**config.mk**
```make
export PLATFORM = sky130hd
export DESIGN_NAME = adaptive_palette_color_mapper
export DESIGN_NICKNAME = d
export VERILOG_FILES = /design/src/hdl/apcm_pkg.sv /design/src/hdl/adaptive_palette_color_mapper.sv /design/src/hdl/apcm_ram.sv /design/src/hdl/apcm_front.sv /design/src/hdl/apcm_back.sv
export SDC_FILE = /design/constraint.sdc
export NUM_CORES = 1
export LEC_CHECK = 0
export ABC_AREA = 1
export BUFFER_PORTS_ARGS = -buffer_cell sky130_fd_sc_hd__buf_4
export CORE_MARGIN = 5
export CORE_UTILIZATION = 39
export CTS_BUF_LIST = sky130_fd_sc_hd__clkbuf_2 sky130_fd_sc_hd__clkbuf_4 sky130_fd_sc_hd__clkbuf_8
export CTS_CLUSTER_SIZE = 24
export DETAILED_ROUTE_END_ITERATION = 8
export PLACE_DENSITY = 0.56
export SYNTH_ARGS = -nofsm -noshare
export SYNTH_HDL_FRONTEND = slang
export SYNTH_HIERARCHICAL = 1
export SYNTH_SLANG_ARGS = --single-unit
export TNS_END_PERCENT = 20
```
**constraint.sdc**
```tcl
create_clock -name clk_i -period 7.82 [get_ports clk_i]
set_input_delay 0.391 -clock clk_i [delete_from_list [all_inputs] [get_ports clk_i]]
set_output_delay 0.391 -clock clk_i [all_outputs]
set_load 0.05 [all_outputs]
```
**src/hdl/apcm_pkg.sv**
```systemverilog
// Shared types, constants and helpers for the adaptive palette color mapper.
package apcm_pkg;

  localparam int unsigned PALETTE_ENTRIES = 64;
  localparam int unsigned IDX_W           = 6;
  localparam int unsigned CNT_W           = 7;
  localparam int unsigned COLOR_W         = 16;
  localparam int unsigned DIST_W          = 13;
  localparam int unsigned QUEUE_DEPTH     = 2;
  localparam int unsigned QPTR_W          = 1;

  typedef enum logic [1:0] {
    HOW_EXACT   = 2'd0,
    HOW_ALLOC   = 2'd1,
    HOW_NEAREST = 2'd2
  } how_e;

  typedef struct packed {
    logic       func;
    logic [15:0] rgb565;
    logic [7:0] red;
    logic [7:0] green;
    logic [7:0] blue;
  } in_t;

  typedef struct packed {
    logic [5:0]  color_index;
    how_e        how_found;
    logic        palette_write;
    logic [15:0] write_value;
  } out_t;

  // Head of the request queue as seen by the back end
  typedef struct packed {
    logic               valid;
    logic [COLOR_W-1:0] color;
  } qhead_t;

  // Truncate 8-bit channels to 5-6-5
  function automatic logic [COLOR_W-1:0] pack565(input logic [7:0] r,
                                                 input logic [7:0] g,
                                                 input logic [7:0] b);
    return {r[7:3], g[7:2], b[7:3]};
  endfunction

endpackage

```
**src/hdl/adaptive_palette_color_mapper.sv**
```systemverilog
// The back end takes one request at a time: it walks all 64 palette entries through the single
//   registered read port of the palette RAM, one entry per cycle, before it takes the next.
// A two-entry request queue takes beats while the walk runs or a result waits to be taken.
// Reset: queue and output empty, entry 0 is black and used, next free entry is 1; the palette
//   RAM needs no clearing pass since no result uses an entry at or above the fill count.
module adaptive_palette_color_mapper (
  input  logic             clk_i,
  input  logic             rst_ni,
  input  logic             in_valid_i,
  output logic             in_ready_o,
  input  apcm_pkg::in_t    in_i,
  output logic             out_valid_o,
  input  logic             out_ready_i,
  output apcm_pkg::out_t   out_o
);

  apcm_pkg::qhead_t head;
  logic             pop;

  apcm_front u_front (
    .clk_i      (clk_i),
    .rst_ni     (rst_ni),
    .in_valid_i (in_valid_i),
    .in_ready_o (in_ready_o),
    .in_i       (in_i),
    .head_o     (head),
    .pop_i      (pop)
  );

  apcm_back u_back (
    .clk_i       (clk_i),
    .rst_ni      (rst_ni),
    .head_i      (head),
    .pop_o       (pop),
    .out_valid_o (out_valid_o),
    .out_ready_i (out_ready_i),
    .out_o       (out_o)
  );

endmodule

```
**src/hdl/apcm_ram.sv**
```systemverilog
// Generic single-write, single-read RAM with registered read data.
module apcm_ram #(
  parameter int unsigned Width = 16,
  parameter int unsigned Depth = 64
) (
  input  logic                     clk_i,
  input  logic                     we_i,
  input  logic [$clog2(Depth)-1:0] waddr_i,
  input  logic [Width-1:0]         wdata_i,
  input  logic [$clog2(Depth)-1:0] raddr_i,
  output logic [Width-1:0]         rdata_o
);

  logic [Width-1:0] mem_q [Depth];
  logic [Width-1:0] rdata_q;

  // Write port and registered read port
  always_ff @(posedge clk_i) begin
    if (we_i) begin
      mem_q[waddr_i] <= wdata_i;
    end
    rdata_q <= mem_q[raddr_i];
  end

  assign rdata_o = rdata_q;

endmodule

```
**src/hdl/apcm_front.sv**
```systemverilog
// Front end: accept request beats, pack the color, and queue it for the back end.
module apcm_front (
  input  logic                clk_i,
  input  logic                rst_ni,
  input  logic                in_valid_i,
  output logic                in_ready_o,
  input  apcm_pkg::in_t       in_i,
  output apcm_pkg::qhead_t    head_o,
  input  logic                pop_i
);

  logic [apcm_pkg::COLOR_W-1:0] fifo_q [apcm_pkg::QUEUE_DEPTH];
  logic [apcm_pkg::QPTR_W-1:0]  wr_ptr_q, rd_ptr_q;
  logic [apcm_pkg::QPTR_W:0]    count_q, count_d;
  logic [apcm_pkg::COLOR_W-1:0] color;
  logic                         push, pop;

  // Select the requested color form
  assign color = in_i.func ? apcm_pkg::pack565(in_i.red, in_i.green, in_i.blue)
                           : in_i.rgb565;

  assign in_ready_o   = (count_q != (apcm_pkg::QPTR_W + 1)'(apcm_pkg::QUEUE_DEPTH));
  assign push         = in_valid_i && in_ready_o;
  assign head_o.valid = (count_q != '0);
  assign head_o.color = fifo_q[rd_ptr_q];
  assign pop          = pop_i && head_o.valid;

  // Track occupancy
  always_comb begin
    case ({push, pop})
      2'b10:   count_d = count_q + 1'b1;
      2'b01:   count_d = count_q - 1'b1;
      default: count_d = count_q;
    endcase
  end

  // Advance pointers
  always_ff @(posedge clk_i or negedge rst_ni) begin
    if (!rst_ni) begin
      wr_ptr_q <= '0;
      rd_ptr_q <= '0;
      count_q  <= '0;
    end else begin
      if (push) begin
        wr_ptr_q <= wr_ptr_q + 1'b1;
      end
      if (pop) begin
        rd_ptr_q <= rd_ptr_q + 1'b1;
      end
      count_q <= count_d;
    end
  end

  // Store queued colors
  always_ff @(posedge clk_i) begin
    if (push) begin
      fifo_q[wr_ptr_q] <= color;
    end
  end

endmodule

```
**src/hdl/apcm_back.sv**
```systemverilog
// Back end: walk the palette for exact and nearest matches, allocate, and register the result.
module apcm_back (
  input  logic              clk_i,
  input  logic              rst_ni,
  input  apcm_pkg::qhead_t  head_i,
  output logic              pop_o,
  output logic              out_valid_o,
  input  logic              out_ready_i,
  output apcm_pkg::out_t    out_o
);

  typedef enum logic [1:0] {
    S_IDLE,
    S_SCAN,
    S_DONE
  } state_e;

  state_e                        state_q;
  logic [apcm_pkg::COLOR_W-1:0]  color_q;
  logic [apcm_pkg::CNT_W-1:0]    rd_cnt_q;
  logic                          cmp_vld_q;
  logic [apcm_pkg::IDX_W-1:0]    cmp_idx_q;
  logic                          hit_q;
  logic [apcm_pkg::IDX_W-1:0]    hit_idx_q;
  logic [apcm_pkg::IDX_W-1:0]    best_idx_q;
  logic [apcm_pkg::DIST_W-1:0]   best_dist_q;
  logic [apcm_pkg::CNT_W-1:0]    next_free_q;
  logic                          out_valid_q;
  apcm_pkg::out_t                out_q;

  logic [apcm_pkg::COLOR_W-1:0]  ram_rdata;
  logic [apcm_pkg::COLOR_W-1:0]  entry;
  logic signed [5:0]             dr, db;
  logic signed [6:0]             dg;
  logic signed [11:0]            dr_sq_full, db_sq_full;
  logic signed [13:0]            dg_sq_full;
  logic [apcm_pkg::DIST_W-1:0]   wdist;
  logic                          used, is_exact, is_better, last, full, alloc, commit;
  apcm_pkg::out_t                res;

  assign pop_o  = (state_q == S_IDLE) && head_i.valid;
  assign full   = (next_free_q == apcm_pkg::CNT_W'(apcm_pkg::PALETTE_ENTRIES));
  assign commit = (state_q == S_DONE) && (!out_valid_q || out_ready_i);
  assign alloc  = !hit_q && !full;

  apcm_ram #(
    .Width (apcm_pkg::COLOR_W),
    .Depth (apcm_pkg::PALETTE_ENTRIES)
  ) u_ram (
    .clk_i   (clk_i),
    .we_i    (commit && alloc),
    .waddr_i (next_free_q[apcm_pkg::IDX_W-1:0]),
    .wdata_i (color_q),
    .raddr_i (rd_cnt_q[apcm_pkg::IDX_W-1:0]),
    .rdata_o (ram_rdata)
  );

  // Entry 0 is black and never reallocated; others are always written before use
  assign entry = (cmp_idx_q == '0) ? '0 : ram_rdata;

  // Weighted squared distance 2*dR^2 + dG^2 + 2*dB^2
  always_comb begin
    dr         = $signed({1'b0, entry[15:11]}) - $signed({1'b0, color_q[15:11]});
    dg         = $signed({1'b0, entry[10:5]})  - $signed({1'b0, color_q[10:5]});
    db         = $signed({1'b0, entry[4:0]})   - $signed({1'b0, color_q[4:0]});
    dr_sq_full = 12'(dr) * 12'(dr);
    dg_sq_full = 14'(dg) * 14'(dg);
    db_sq_full = 12'(db) * 12'(db);
    wdist      = apcm_pkg::DIST_W'({dr_sq_full[9:0], 1'b0})
               + apcm_pkg::DIST_W'(dg_sq_full[11:0])
               + apcm_pkg::DIST_W'({db_sq_full[9:0], 1'b0});
  end

  // Classify the entry under compare
  assign used      = ({1'b0, cmp_idx_q} < next_free_q);
  assign is_exact  = cmp_vld_q && used && (entry == color_q) && !hit_q;
  assign is_better = cmp_vld_q && (wdist < best_dist_q);
  assign last      = cmp_vld_q &&
                     (cmp_idx_q == apcm_pkg::IDX_W'(apcm_pkg::PALETTE_ENTRIES - 1));

  // Build the result beat
  always_comb begin
    res.palette_write = 1'b0;
    res.write_value   = '0;
    if (hit_q) begin
      res.color_index = hit_idx_q;
      res.how_found   = apcm_pkg::HOW_EXACT;
    end else if (!full) begin
      res.color_index   = next_free_q[apcm_pkg::IDX_W-1:0];
      res.how_found     = apcm_pkg::HOW_ALLOC;
      res.palette_write = 1'b1;
      res.write_value   = color_q;
    end else begin
      res.color_index = best_idx_q;
      res.how_found   = apcm_pkg::HOW_NEAREST;
    end
  end

  // Sequence one request: dequeue, walk all entries, commit
  always_ff @(posedge clk_i or negedge rst_ni) begin
    if (!rst_ni) begin
      state_q     <= S_IDLE;
      color_q     <= '0;
      rd_cnt_q    <= '0;
      cmp_vld_q   <= 1'b0;
      cmp_idx_q   <= '0;
      hit_q       <= 1'b0;
      hit_idx_q   <= '0;
      best_idx_q  <= '0;
      best_dist_q <= '1;
      next_free_q <= apcm_pkg::CNT_W'(1);
      out_valid_q <= 1'b0;
      out_q       <= '0;
    end else begin
      cmp_vld_q <= (state_q == S_SCAN) &&
                   (rd_cnt_q < apcm_pkg::CNT_W'(apcm_pkg::PALETTE_ENTRIES));
      cmp_idx_q <= rd_cnt_q[apcm_pkg::IDX_W-1:0];
      if (out_valid_q && out_ready_i && !commit) begin
        out_valid_q <= 1'b0;
      end
      case (state_q)
        S_IDLE: begin
          if (head_i.valid) begin
            color_q     <= head_i.color;
            rd_cnt_q    <= '0;
            hit_q       <= 1'b0;
            best_idx_q  <= '0;
            best_dist_q <= '1;
            state_q     <= S_SCAN;
          end
        end
        S_SCAN: begin
          if (rd_cnt_q < apcm_pkg::CNT_W'(apcm_pkg::PALETTE_ENTRIES)) begin
            rd_cnt_q <= rd_cnt_q + 1'b1;
          end
          if (is_exact) begin
            hit_q     <= 1'b1;
            hit_idx_q <= cmp_idx_q;
          end
          if (is_better) begin
            best_dist_q <= wdist;
            best_idx_q  <= cmp_idx_q;
          end
          if (last) begin
            state_q <= S_DONE;
          end
        end
        S_DONE: begin
          if (commit) begin
            out_valid_q <= 1'b1;
            out_q       <= res;
            if (alloc) begin
              next_free_q <= next_free_q + 1'b1;
            end
            state_q <= S_IDLE;
          end
        end
        default: state_q <= S_IDLE;
      endcase
    end
  end

  assign out_valid_o = out_valid_q;
  assign out_o       = out_q;

endmodule

```
==> impl_results.md <==
* Sequential-to-total area share from yosys stat at 0.652
* Routed WL at 143000 microns
* Final ANT Viol Nets at 0
* Via-to-Cell Ratio at 5.07
* Layout Skew at 0.0353 ns
* DRC errors left at 0
* Final Hold Fails at 0
* RSZ-0062 raised after global routing: yes
* Worst skew pair latency at 0.89 ns
* Crit-path max cell delay at 0.54 ns
* XOR/XNOR share of the synthesized area at 0.00712
* Mapped Cells at 4833
* Synth Area in Adders at 0.0500
* Die ar. at 143000 sq um
* Pre-antenna DRT Iters at 5
* H-tree lvl count at 4
* First-pass GRT wire length at 214000 microns
* Top FF cell, synth: edfxtp_1
* Crit Path Max Fanout at 7
* Layout cell share with drive strength beyond 1 at 0.171
* Critical Path Sink Type: flop
* TritonCTS clock tree: yes
* Area growth, synth to finish at 16.3%
* CTS buffer count at 188
* Top Ports at 72
* Dpl hpwl at 79600 microns
* Synth Area in Simple Gates at 0.225
* Post-synthesis mux area share at 0
* Final setup viols at 0
* Synth Area in Compound Gates at 0.0137
* Row count at 135
* Hold/Removal Path Class: input pin to asynchronous set/reset pin
* Largest net degree at the start of global routing at 246
* Initial Util at 0.391
* Max-slew violations at 0
* Syn Area/Cell at 10.9 sq um
* Total global routing track utilization at 0.197
* FF+latch count, synth at 1166
* Clock Tree Buf Depth at 3
* Clock root buffer master: clkbuf_8
* Status: finished clean
* Vias in the first global route at 34300
* Setup_tns at 0 ns
* DRT iter0 DRCs at 3051
* Peak Freq at 128 MHz
* Die Ht at 378 microns
* Vias at 36000
* Slew HR at 0.186
* Syn nets at 5048
* Combinational family with the most area after synthesis: simple AND/OR/NAND/NOR gates
* EDFF count, synth at 1056
* WP buf/inv at 13
* Crit path required time at 8.64 ns
* Clock sink total at 1166
* Yosys warning count at 6
* Pin slew with the least headroom to its limit at 1.22 ns
* Data arrival, critical path at 8.64 ns
* MaxCap Viol Count at 0
* Die X-Extent at 378 microns
* Reg clk slew, reported paths at 0.06 ns
* Final #Nets at 5383
* Minimum clock period at 7.81 ns
* Syn Std Cell Area at 52700 sq um
* Post-synth ARST share at 0.0806
* Crit path kind: flop to flop
* Tcrit/Tclk final at 0.999
* Port bufs at 63
* GP Congestion at 0.822
* Total congestion overflow at 0
* Flop-to-flop setup slack at 0.005 ns
* Initial antenna violation count at 1
* Core area at 135000 sq um
* Worst setup SP type: flop
* Avg WL per Cell at 20.0 microns
* Critical path's top delay family: adder cells
* Max stage delay cell, worst path: fa_1
* Fin util at 0.454
* Count of different cell masters after synthesis at 54
## layout by cell type, fill, tap and decap left out, drive strengths merged
master          n
o21ai          72
fa             68
inv           306
xor2           27
xnor2          15
a211oi          6
dfstp          14
clkinv         48
dfxtp          16
a31o            1
o2111ai         2
o21bai          3
bufbuf          1
nor4           10
edfxtp       1056
nand2        1643
a21o            2
clkbuf        292
nand3         940
dlygate4sd3    48
buf           346
nand4          26
ha            102
nand3b          3
o2111a          1
o22ai           1
o31ai           1
o311ai          1
dfrtp          80
nor2          141
clkinvlp        4
nor3            8
a21oi          31
a22o            1
diode           1
bufinv          2
a22oi           1
or2             6
a31oi           3
## final timing paths
path	startpoint	to	cells after the start
worst max register to register	u_back/cmp_idx_q[5]	u_back/best_dist_q[1]	46
worst min register to register	u_back/best_dist_q[2]	u_back/best_dist_q[2]	2
max in group asynchronous	rst_ni	u_back/out_o[0]	3
min in group clk_i	in_valid_i	u_front/wr_ptr_q	4
worst min-delay path	rst_ni	u_back/best_dist_q[1]	2
worst max-delay path	u_back/cmp_idx_q[5]	u_back/best_dist_q[1]	46
## registers in the layout, indices dropped and copies added, names as in the netlist, 2 cells and up
name / cells
u_back/best_dist_q: 13
u_back/best_idx_q: 6
u_back/cmp_idx_q: 6
u_back/color_q: 16
u_back/hit_idx_q: 6
u_back/next_free_q: 7
u_back/out_o: 24
u_back/rd_cnt_q: 7
u_back/state_q: 2
u_back/u_ram/mem_q: 1024
u_back/u_ram/rdata_o: 16
u_front/count_q: 2
u_front/fifo_q: 32
## cell type report
class	instances	area, sq um
antenna	1	2.50
fill	12300	73700
timing repair buffer	395	3220
multi-input combinational	3115	16400
clock inverter	58	392
tap	1781	2230
sequential	1166	34400
clock buffer	292	3420
inverter	302	1180
## through the flow
step / cell area [sq um] / hold WS (ns) / cells / setup WS [ns]
4_1_cts: 60700 / 0.0489 / 7097 / -0.0183
3_5_place_dp: 55900 / 0.356 / 6677 / -0.438
3_3_place_gp: 55900 / 0.355 / 6677 / -0.309
6_report: 61300 / 0.132 / 7110 / 0.00536
2_1_floorplan: 52800 / 0.0954 / 4833 / 0.00104
5_1_grt: 61300 / 0.0968 / 7110 / -0.411
## synth_stat cells (26+ instances only)
cell      count  area [sq um]
a21oi_1      29           145
buf_2       122           611
buf_6        55           619
clkbuf_1     34           128
dfrtp_1      80          2000
edfxtp_1   1056         31700
fa_1         68          1360
ha_1        102          1280
inv_1       289          1080
nand2_1    1630          6120
nand3_1     938          4690
nand4_1      26           163
nor2_1      132           495
o21ai_0      48           240
xor2_1       26           228
## logic make-up (layout without fill, tap and decap cells)
logic type | count (synthesis) | after routing
and+or+nand+nor | 2777 | 2777
other | 0 | 1
xor gates and xnor gates | 42 | 42
buffers and inverters | 552 | 1047
AOI/OAI and AO/OA | 126 | 126
adders and majority gates | 170 | 170
DFF | 1166 | 1166
## per-layer routing
layer,share of wire,GRT usage
met4,0.025,0.0579
met5,0,0
met1,0.44,0.274
met3,0.062,0.0350
met2,0.48,0.318
## timing repair
| item | in CTS | in global routing |
|---|---|---|
| buffers inserted | 20 | 14 |
| hold buffers | 48 | 0 |
| setup endpoints to repair | 19 | 19 |
| pin swaps | 49 | 110 |
| resized for setup | 75 | 105 |
| cloned | 2 | 0 |
| hold endpoints to repair | 82 | 0 |
## worst register-to-register path, delay by kind of cell, from the launching register on
family | cells | cell delay, ns
adders and majority gates | 10 | 3.41
and+or+nand+nor | 17 | 1.80
buffers and inverters | 13 | 1.23
xor gates and xnor gates | 3 | 0.59
DFF | 1 | 0.39
AOI/OAI and AO/OA | 3 | 0.37
Power is not shown: default switching activity piles up to over one toggle a cycle in this logic, so the estimate is an artifact.
